--- src/sv/mdsi_pkg.sv ---
// ----------------------------------------------------------------------------
// mdsi_pkg - shared types and constants for the drive safety interlock
// Event opcodes, configuration indexes, stream layouts and the step structs.
// ----------------------------------------------------------------------------
package mdsi_pkg;

  typedef enum logic [1:0] {
    OP_UPDATE = 2'd0,
    OP_DRIVE  = 2'd1,
    OP_TICK   = 2'd2,
    OP_ACK    = 2'd3
  } op_e;

  typedef enum logic [1:0] {
    CFG_CLIFF = 2'd0,
    CFG_CUT   = 2'd1,
    CFG_EPOCH = 2'd2,
    CFG_NONE  = 2'd3
  } cfg_idx_e;

  localparam int unsigned InDataW  = 152;
  localparam int unsigned InUserW  = 2;
  localparam int unsigned OutDataW = 40;
  localparam int unsigned CfgDataW = 32;

  localparam logic [63:0]        LinkTimeoutMs = 64'd1000;
  localparam logic [15:0]        MinDurMs      = 16'd50;
  localparam logic [15:0]        MaxDurMs      = 16'd1000;
  localparam logic signed [15:0] SpeedMax      = 16'sd9830;
  localparam logic signed [15:0] SpeedMin      = -16'sd9830;

  typedef struct packed {
    logic        cliff_sensor_present;
    logic        cut_path_present;
    logic [31:0] session_epoch;
  } cfg_t;

  typedef struct packed {
    op_e                opcode;
    logic [63:0]        now_ms;
    logic               link_up;
    logic [31:0]        request_epoch;
    logic signed [15:0] left_speed;
    logic signed [15:0] right_speed;
    logic [15:0]        duration_ms;
    logic [4:0]         hazard_mask;
  } item_t;

  typedef struct packed {
    logic               accepted;
    logic               motor_cut;
    logic               moving;
    logic               latched;
    logic signed [15:0] left_command;
    logic signed [15:0] right_command;
  } res_t;

endpackage

--- src/sv/motor_drive_safety_interlock_top.sv ---
// ----------------------------------------------------------------------------
// motor_drive_safety_interlock_top - safety interlock for a two-wheel drive
// Takes one event transaction per clock cycle when the result stream is not
// stalled and returns one result transaction for each: the event is first held
// in the input register, then evaluated and the state updated in a single pass
// into the result register. The rate is set by that single-pass step, which
// reads the state left by the previous event in the same cycle. An input
// register and a result register split the two stream sides, so a waiting
// result does not stop the next transaction from being taken. Configuration
// must be written through the plain write port only while the block is idle;
// the block does not enforce this itself. There is no read-back.
// ----------------------------------------------------------------------------
module motor_drive_safety_interlock_top import mdsi_pkg::*; (
  input  logic                clk_i,
  input  logic                rst_ni,
  // configuration write port
  input  logic                cfg_we_i,
  input  logic [1:0]          cfg_idx_i,
  input  logic [CfgDataW-1:0] cfg_data_i,
  // event stream
  input  logic                s_axis_tvalid,
  output logic                s_axis_tready,
  // now_ms[63:0], link_up[64], request_epoch[96:65], left_speed[112:97],
  // right_speed[128:113], duration_ms[144:129], hazard_mask[149:145], zero pad
  input  logic [InDataW-1:0]  s_axis_tdata,
  // opcode[1:0]
  input  logic [InUserW-1:0]  s_axis_tuser,
  // result stream
  output logic                m_axis_tvalid,
  input  logic                m_axis_tready,
  // accepted[0], motor_cut[1], moving[2], latched[3], left_command[19:4],
  // right_command[35:20], zero pad
  output logic [OutDataW-1:0] m_axis_tdata
);

  cfg_t cfg_q;

  logic               in_valid_q;
  logic [InDataW-1:0] in_data_q;
  logic [InUserW-1:0] in_user_q;
  logic               out_valid_q;
  res_t               out_res_q;

  logic  advance;
  item_t item;
  res_t  res;

  always_ff @(posedge clk_i or negedge rst_ni) begin
    if (!rst_ni) begin
      cfg_q <= '0;
    end else if (cfg_we_i) begin
      case (cfg_idx_e'(cfg_idx_i))
        CFG_CLIFF: cfg_q.cliff_sensor_present <= cfg_data_i[0];
        CFG_CUT:   cfg_q.cut_path_present     <= cfg_data_i[0];
        CFG_EPOCH: cfg_q.session_epoch        <= cfg_data_i;
        default: ;
      endcase
    end
  end

  // advance the held event into the result register when that can take it
  assign advance       = in_valid_q && (!out_valid_q || m_axis_tready);
  assign s_axis_tready = !in_valid_q || advance;

  always_ff @(posedge clk_i or negedge rst_ni) begin
    if (!rst_ni) begin
      in_valid_q <= 1'b0;
    end else if (s_axis_tready) begin
      in_valid_q <= s_axis_tvalid;
    end
  end

  always_ff @(posedge clk_i) begin
    if (s_axis_tready && s_axis_tvalid) begin
      in_data_q <= s_axis_tdata;
      in_user_q <= s_axis_tuser;
    end
  end

  assign item = '{
    opcode:        op_e'(in_user_q),
    now_ms:        in_data_q[63:0],
    link_up:       in_data_q[64],
    request_epoch: in_data_q[96:65],
    left_speed:    in_data_q[112:97],
    right_speed:   in_data_q[128:113],
    duration_ms:   in_data_q[144:129],
    hazard_mask:   in_data_q[149:145]
  };

  mdsi_core u_core (
    .clk_i  (clk_i),
    .rst_ni (rst_ni),
    .step_i (advance),
    .item_i (item),
    .cfg_i  (cfg_q),
    .res_o  (res)
  );

  always_ff @(posedge clk_i or negedge rst_ni) begin
    if (!rst_ni) begin
      out_valid_q <= 1'b0;
    end else if (advance) begin
      out_valid_q <= 1'b1;
    end else if (m_axis_tready) begin
      out_valid_q <= 1'b0;
    end
  end

  always_ff @(posedge clk_i) begin
    if (advance) begin
      out_res_q <= res;
    end
  end

  assign m_axis_tvalid = out_valid_q;
  assign m_axis_tdata  = {4'd0, out_res_q.right_command, out_res_q.left_command,
                          out_res_q.latched, out_res_q.moving,
                          out_res_q.motor_cut, out_res_q.accepted};

`ifndef ASSERT_OFF
  a_ready_when_empty: assert property (@(posedge clk_i) disable iff (!rst_ni)
    !out_valid_q |-> s_axis_tready)
    else $error("input stalled with result register empty");

  a_advance_fills: assert property (@(posedge clk_i) disable iff (!rst_ni)
    advance |=> out_valid_q)
    else $error("evaluated transaction lost before the result register");

  a_stall_holds_input: assert property (@(posedge clk_i) disable iff (!rst_ni)
    (in_valid_q && out_valid_q && !m_axis_tready) |=> in_valid_q && $stable(in_data_q))
    else $error("held transaction dropped during output stall");
`endif

endmodule

--- src/sv/mdsi_core.sv ---
// ----------------------------------------------------------------------------
// mdsi_core - interlock state and single-pass event evaluation
// Holds the drive, link and hazard latch state and applies one event per step.
// ----------------------------------------------------------------------------
module mdsi_core import mdsi_pkg::*; (
  input  logic  clk_i,
  input  logic  rst_ni,
  input  logic  step_i,
  input  item_t item_i,
  input  cfg_t  cfg_i,
  output res_t  res_o
);

  logic               active_q, active_d;
  logic signed [15:0] left_q, left_d;
  logic signed [15:0] right_q, right_d;
  logic [63:0]        deadline_q, deadline_d;
  logic               link_q, link_d;
  logic [63:0]        last_q, last_d;
  logic               latch_q, latch_d;

  logic [64:0] age;
  logic [64:0] end_sum;
  logic        fresh;
  logic        drive_ok;
  logic        hazard;
  logic        accepted;
  logic        cut;

  always_comb begin
    age      = {1'b0, item_i.now_ms} - {1'b0, last_q};
    // borrow out means the time ran backwards: stale
    fresh    = !age[64] && (age[63:0] <= LinkTimeoutMs);
    end_sum  = {1'b0, item_i.now_ms} + {49'd0, item_i.duration_ms};
    hazard   = |item_i.hazard_mask;
    drive_ok = !latch_q && cfg_i.cliff_sensor_present && cfg_i.cut_path_present &&
               link_q && (item_i.request_epoch == cfg_i.session_epoch) && fresh &&
               (item_i.duration_ms >= MinDurMs) && (item_i.duration_ms <= MaxDurMs) &&
               (item_i.left_speed >= SpeedMin) && (item_i.left_speed <= SpeedMax) &&
               (item_i.right_speed >= SpeedMin) && (item_i.right_speed <= SpeedMax) &&
               !end_sum[64];
  end

  always_comb begin
    active_d   = active_q;
    left_d     = left_q;
    right_d    = right_q;
    deadline_d = deadline_q;
    link_d     = link_q;
    last_d     = last_q;
    latch_d    = latch_q;
    accepted   = 1'b0;
    cut        = 1'b0;
    if (step_i) begin
      case (item_i.opcode)
        OP_UPDATE: begin
          link_d = item_i.link_up;
          last_d = item_i.now_ms;
          if (!item_i.link_up) begin
            cut = 1'b1;
          end
        end
        OP_DRIVE: begin
          if (drive_ok) begin
            left_d     = item_i.left_speed;
            right_d    = item_i.right_speed;
            deadline_d = end_sum[63:0];
            active_d   = (item_i.left_speed != 16'sd0) || (item_i.right_speed != 16'sd0);
            accepted   = 1'b1;
          end
        end
        OP_TICK: begin
          if (hazard) begin
            latch_d = 1'b1;
            cut     = 1'b1;
          end else if (active_q &&
                       (!link_q || !fresh || (item_i.now_ms >= deadline_q))) begin
            cut = 1'b1;
          end
        end
        OP_ACK: begin
          if (!hazard && !active_q) begin
            latch_d = 1'b0;
          end
        end
        default: ;
      endcase
      // a stop clears the whole drive command
      if (cut) begin
        active_d   = 1'b0;
        left_d     = 16'sd0;
        right_d    = 16'sd0;
        deadline_d = 64'd0;
      end
    end
  end

  always_ff @(posedge clk_i or negedge rst_ni) begin
    if (!rst_ni) begin
      active_q   <= 1'b0;
      left_q     <= 16'sd0;
      right_q    <= 16'sd0;
      deadline_q <= 64'd0;
      link_q     <= 1'b0;
      last_q     <= 64'd0;
      latch_q    <= 1'b0;
    end else begin
      active_q   <= active_d;
      left_q     <= left_d;
      right_q    <= right_d;
      deadline_q <= deadline_d;
      link_q     <= link_d;
      last_q     <= last_d;
      latch_q    <= latch_d;
    end
  end

  assign res_o = '{
    accepted:      accepted,
    motor_cut:     cut,
    moving:        active_d,
    latched:       latch_d,
    left_command:  left_d,
    right_command: right_d
  };

`ifndef ASSERT_OFF
  a_moving_has_speed: assert property (@(posedge clk_i) disable iff (!rst_ni)
    active_q |-> (left_q != 16'sd0) || (right_q != 16'sd0))
    else $error("drive active with both speeds zero");

  a_latch_blocks_drive: assert property (@(posedge clk_i) disable iff (!rst_ni)
    latch_q |-> !active_q)
    else $error("drive active while hazard latch set");

  a_link_down_no_drive: assert property (@(posedge clk_i) disable iff (!rst_ni)
    !link_q |-> !active_q)
    else $error("drive active with link down");
`endif

endmodule
--- config.mk ---
export PLATFORM = sky130hd
export DESIGN_NAME = motor_drive_safety_interlock_top
export DESIGN_NICKNAME = d
export VERILOG_FILES = /design/src/sv/mdsi_pkg.sv /design/src/sv/motor_drive_safety_interlock_top.sv /design/src/sv/mdsi_core.sv
export SDC_FILE = /design/constraint.sdc
export NUM_CORES = 1
export LEC_CHECK = 0
export ABC_AREA = 1
export BUFFER_PORTS_ARGS = -buffer_cell sky130_fd_sc_hd__buf_2
export CAP_MARGIN = 20
export CORE_ASPECT_RATIO = 0.75
export CORE_MARGIN = 1
export CORE_UTILIZATION = 55
export CTS_CLUSTER_SIZE = 16
export DETAILED_ROUTE_END_ITERATION = 8
export GPL_TIMING_DRIVEN = 0
export MAX_ROUTING_LAYER = met4
export PLACE_DENSITY = 0.78
export SLEW_MARGIN = 30
export SYNTH_ARGS = -nofsm -noshare
export SYNTH_HDL_FRONTEND = slang
export SYNTH_SLANG_ARGS = --single-unit
--- constraint.sdc ---
create_clock -name clk_i -period 4.41 [get_ports clk_i]
set_clock_uncertainty 0.15 [all_clocks]
set_input_delay 0.882 -clock clk_i [delete_from_list [all_inputs] [get_ports clk_i]]
set_output_delay 0.882 -clock clk_i [all_outputs]
set_load 0.005 [all_outputs]
# Word level (Yosys, flattened, before mapping)
# Cells that the tools add are included.
[classes]
n_eq_ne = 6
magnitude_cmp = 8
reduce_logical = 44
mux = 27
addsub = 2
[op_table]
columns = ["op", "n"]
rows = [
  ["$mux 64", 3],
  ["$mux 16", 8],
  ["$add 64x16->65", 1],
  ["$sub 64x64->65", 1],
  ["$ge 64x64->1", 1],
  ["$le 64x10->1 const B", 1],
  ["$eq 32x32->1", 1],
  ["$ge 16x15->1 const B", 2],
  ["$le 16x15->1 const B", 2],
  ["$reduce_bool 16->1", 2],
  ["$logic_and 1x1->1", 17],
  ["$ge 16x6->1 const B", 1],
  ["$le 16x10->1 const B", 1],
  ["$mux 1", 14],
  ["$logic_not 1->1", 9],
  ["$reduce_and 2->1", 4],
  ["$eq 2x2->1 const B", 3],
  ["$reduce_bool 2->1", 3],
  ["$logic_or 1x1->1", 5],
  ["$reduce_or 5->1", 1],
  ["$eq 2x1->1 const B", 2],
  ["$logic_not 2->1", 2],
  ["$pmux 1 s2", 2],
  ["$reduce_and 3->1", 1],
]
[totals]
reg_bits = 387
out_inout_bits = 42
input_bits = 193
word_cells = 107

# Depth between registers and ports, before layout
[logic_depth]
depth_word = 17
ltp_mapped = 28
ltp_nobuf = 27

# Hierarchy
# Synthesis repeated with hierarchy kept, for this count alone.
[unflattened]
hier_cells = 3516
area_unflattened_um2 = 25949.9
[modules_own_cells]
columns = ["module", "area_each_um2", "seq_area_each_um2", "n_inst", "cells_each"]
rows = [
  ["mdsi_core", 18744.2, 4078.9, 1, 3156],
  ["motor_drive_safety_interlock_top", 7205.7, 6546.3, 1, 360],
]

# Worst setup path after synthesis
# OpenSTA, ideal clock, no wires.
[synth_timing]
path_type = "input-to-reg"
start = "input m_axis_tready"
end = "register in_data_q[0] (enable)"
setup_ns = 0.505
t_required_ns = 3.755
path_slack_ns = -0.300
arrival_time_ns = 4.055
stages = 4
path_buffers = 0
path_cell_list = "inv_1 > nand3_1 > nand2_1 > inv_1"
[synth_between]
elab_chain_len = 4
[synth_lines]
columns = ["element", "line_no", "source"]
rows = [
  ["start, declared", "motor_drive_safety_interlock_top.sv:30", "input logic m_axis_tready,"],
  ["$logic_or 1x1->1", "motor_drive_safety_interlock_top.sv:62", "assign advance = in_valid_q && (!out_valid_q || m_axis_tready);"],
  ["$logic_and 1x1->1", "motor_drive_safety_interlock_top.sv:62", ""],
  ["$logic_or 1x1->1", "motor_drive_safety_interlock_top.sv:63", "assign s_axis_tready = !in_valid_q || advance;"],
  ["via s_axis_tready", "motor_drive_safety_interlock_top.sv:22", "output logic s_axis_tready,"],
  ["$logic_and 1x1->1", "motor_drive_safety_interlock_top.sv:74", "if (s_axis_tready && s_axis_tvalid) begin"],
  ["end signal, assigned", "motor_drive_safety_interlock_top.sv:75", "in_data_q <= s_axis_tdata;"],
  ["end, declared", "motor_drive_safety_interlock_top.sv:39", "logic [InDataW-1:0] in_data_q;"],
]
# The timed path passes the listed nets, and every way through them passes these cells.
# A chain may end at the register's enable or synchronous reset.

==> flow_summary.ini <==
[run_status]
status = finished clean

[clock_tree]
htree_num_levels = 2
cts_sinks = 387
cts_buffers = 37
clk_latency_ns = 0.55
root_buffer = clkbuf_16
cts_tree = done
cts_buffer_depth = 3
path_clk_slew_ns = 0.07

[sta]
drv_slew = 0
setup_viol = 0
worst_slew_pin_slew_ns = 0.8276
max_freq_mhz = 235.9
hold_violations = 0
period_minus_slack_ns = 4.239
hold_ws_ns = 0.1522
slew_headroom_pct = 44.65
finalCritPeriodShare_pct = 96.13

[placed_design]
dpl.cell_count = 4319
numPortBuffers = 228
place_hpwl_um = 63860
gp_congestion = 1.035

[pwr]
p_int_mw = 7.635
pwr-share-clk_pct = 24.3
power_frac_seq_pct = 35.3
p_leak_nw = 15.12
power_switching_share_pct = 40.08
ir_drop_mv = 0.3384
switchingPower_mw = 5.107
pwr-share-comb_pct = 40.4
p_per_area_nw_per_um2 = 433.4

[global_routing]
grt_pass1_wl_um = 120900
grt_max_degree = 78
overflow = 0
grt_usage_pct = 34.00
grt_antenna_before_repair = 6
grt_pass1_vias = 21620

[logic_synthesis]
synth_mux_area_share_pct = 0.6592
synth-warning-count = 0
yosys.area_share.simple_pct = 30.17
syn_area_per_cell_um2 = 7.352
synthDominantCellAreaShare_pct = 22.03
async_reset_ff_share_pct = 51.42
synth_edf_count = 188
netlist.top_cell.by_area = edfxtp_1
synthAdderAreaFrac_pct = 7.188
synthXorXnorAreaFrac_pct = 2.529
synth_compound_area_share_pct = 6.548
yosys-top-cells-area = edfxtp_1, dfrtp_1, nand2_1, inv_1, ha_1
synthCells = 3485
synthFlopType = dfrtp_1
synth_area_um2 = 25620
ys_types = 52
synth_top_family_by_area = simple AND/OR/NAND/NOR gates
ys_seq_area_share_pct = 41.47
ys_seq_elements = 387

[critical_path]
cp_max_fo = 10
required_ns = 4.56
worstSetupPathType = reg2reg
start_kind = flop
critical_path_arrival_ns = 4.39
cp-end-kind = flop

[floorplan]
fp.dieW_um = 251.2
die_area_um2 = 47460
start_util_pct = 55.77
io_pins = 235
row_count = 68
coreArea_um2 = 45940
fp.dieH_um = 188.9

[finish]
final_cell_mix = nand2_1, inv_1, nor2_1, buf_2, dfrtp_1
drive_gt1_share_pct = 12.32
final_cells = 4431
fillers = 4096
nets = 4141
layout_commonest_cell = nand2_1
synthToLayoutAreaGrowth_pct = 14.75

[routing]
drt_wl_total_um = 80330
wl_met3_um = 7570
wl_met2_um = 33300
dr.pass1.iters = 6
postRouteAntennaNets = 0
drc_errors = 0
via_count = 24340
drt-initial-drc-count = 2988
wl_met1_um = 37630
top_layer_used = met4
via_per_inst = 5.492
wire_per_inst_um = 18.13

[flow_run]
maxCapViolations = 0

[worst_hold_path]
min_path_type = in2async
[area by class of cell]
cell class | instances | area (µm²) | share of cell area (%)
Antenna cell | 6 | 15.01 | 0.05107
Buffer | 72 | 372.9 | 1.268
Clock buffer | 53 | 1037 | 3.528
Clock inverter | 14 | 102.6 | 0.3490
Inverter | 686 | 2579 | 8.771
Multi-Input combinational cell | 2343 | 12280 | 41.76
Sequential cell | 387 | 10630 | 36.14
Tap cell | 595 | 744.5 | 2.532
Timing Repair Buffer | 275 | 1649 | 5.609
[synthesized netlist by cell type (3+ instances only)]
cell and instances:
nand3b_1 17, buf_4 4, o21ai_0 91, a21o_1 8, nor2_1 277, nor3_1 56, a31oi_1 5, ha_1 144
buf_2 23, o21bai_1 17, nand3_1 147, a21oi_1 151, and2_1 6, nand2_2 6, xnor2_1 14, o21ai_1 4
nor3b_1 4, nand4_1 179, or2_2 14, nor4_1 26, xor2_1 60, o221ai_1 3, nor2_2 12, inv_1 674
buf_6 5, o21a_1 3, mux2_2 15, dfrtp_1 199, clkinv_1 3, o31ai_1 4, edfxtp_1 188, inv_2 9
clkbuf_1 38, nand2_1 1049
[critical path, stage by stage, from the launching register on]
cell	delay (ns)
edfxtp_1	0.53
ha_1	0.44
nand2_1	0.10
nand2_1	0.12
inv_1	0.08
nand2_1	0.07
o21bai_1	0.22
a21oi_1	0.21
nand2_2	0.14
nand2_1	0.12
nand3_1	0.08
nor2_1	0.11
nand2_1	0.07
nor2_2	0.18
nand3_1	0.18
nor2_4	0.16
nand3_1	0.10
nor2_2	0.25
buf_4	0.29
nand2_1	0.10
nor3_1	0.20
nor2_1	0.10
[through the flow]
stage,util (%),cell area [µm²],worst slack (ns),power [mW],setup TNS [ns]
2_1_floorplan,-,25640,0.4376,7.894,0
3_3_place_gp,59.91,27520,-1.241,9.333,-362.47
3_5_place_dp,60.38,27740,-0.3189,9.409,-21.34
4_1_cts,62.95,28920,0.04751,12.50,0
5_1_grt,64.00,29400,-0.06349,13.51,-0.4320
6_report,64.00,29400,0.1708,12.74,0
[logic make-up (layout without fill, tap and decap cells)]
logic type                 count (synthesis)  count (layout)
DFF                                      387             387
xor gates and xnor gates                  74              74
and+or+nand+nor                         1800            1800
adders and majority gates                146             146
muxes                                     15              15
AOI/OAI and AO/OA                        304             304
buffers and inverters                    758            1100
other                                      1              10
[power groups by stage]
stage	combinational [mW]	clock (mW)	sequential [mW]
after floorplan	3.41	0	4.48
after global routing	5.72	3.26	4.53
after detailed placement	4.84	0	4.57
after CTS	4.88	3.12	4.50
after global placement	4.76	0	4.58
final	5.14	3.10	4.50
[state kept, by name, indices dropped and copies added (netlist names), 2 cells and up]
register           count
m_axis_tdata          36
u_core.last_q         64
cfg_q                 34
u_core.left_q         16
in_user_q              2
in_data_q            150
u_core.right_q        16
u_core.deadline_q     64
[layer usage]
layer / track usage [%] / up-vias
met1: 52.01 / 11290
met2: 47.81 / 1104
met3: 5.059 / 146
met4: 6.098 / 0
li1: - / 11800
met5: - / -
[what timing repair did]
item                                    4_1_cts  5_1_grt
endpoints found under the setup margin      124      130
pin swaps                                     2        6
gates resized for setup                       6       62
buffers inserted                              3       36
hold endpoints to repair                      0        0
hold buffers                                  0        0
[path summary, 6_finish.rpt]
kind | from | end | slack, ns | cells past startpoint
worst max-delay path | in_data_q[28] | m_axis_tdata[2] | 0.17 | 21
worst min-delay path | rst_ni | u_core.last_q[54] | 0.15 | 1
worst max register to register | in_data_q[28] | m_axis_tdata[2] | 0.17 | 21
worst min register to register | u_core.deadline_q[25] | u_core.deadline_q[25] | 0.33 | 2
max in group asynchronous | rst_ni | u_core.last_q[7] | 3.11 | 2
min in group clk_i | u_core.deadline_q[25] | u_core.deadline_q[25] | 0.33 | 2
Power figures use the tool's default switching activity.
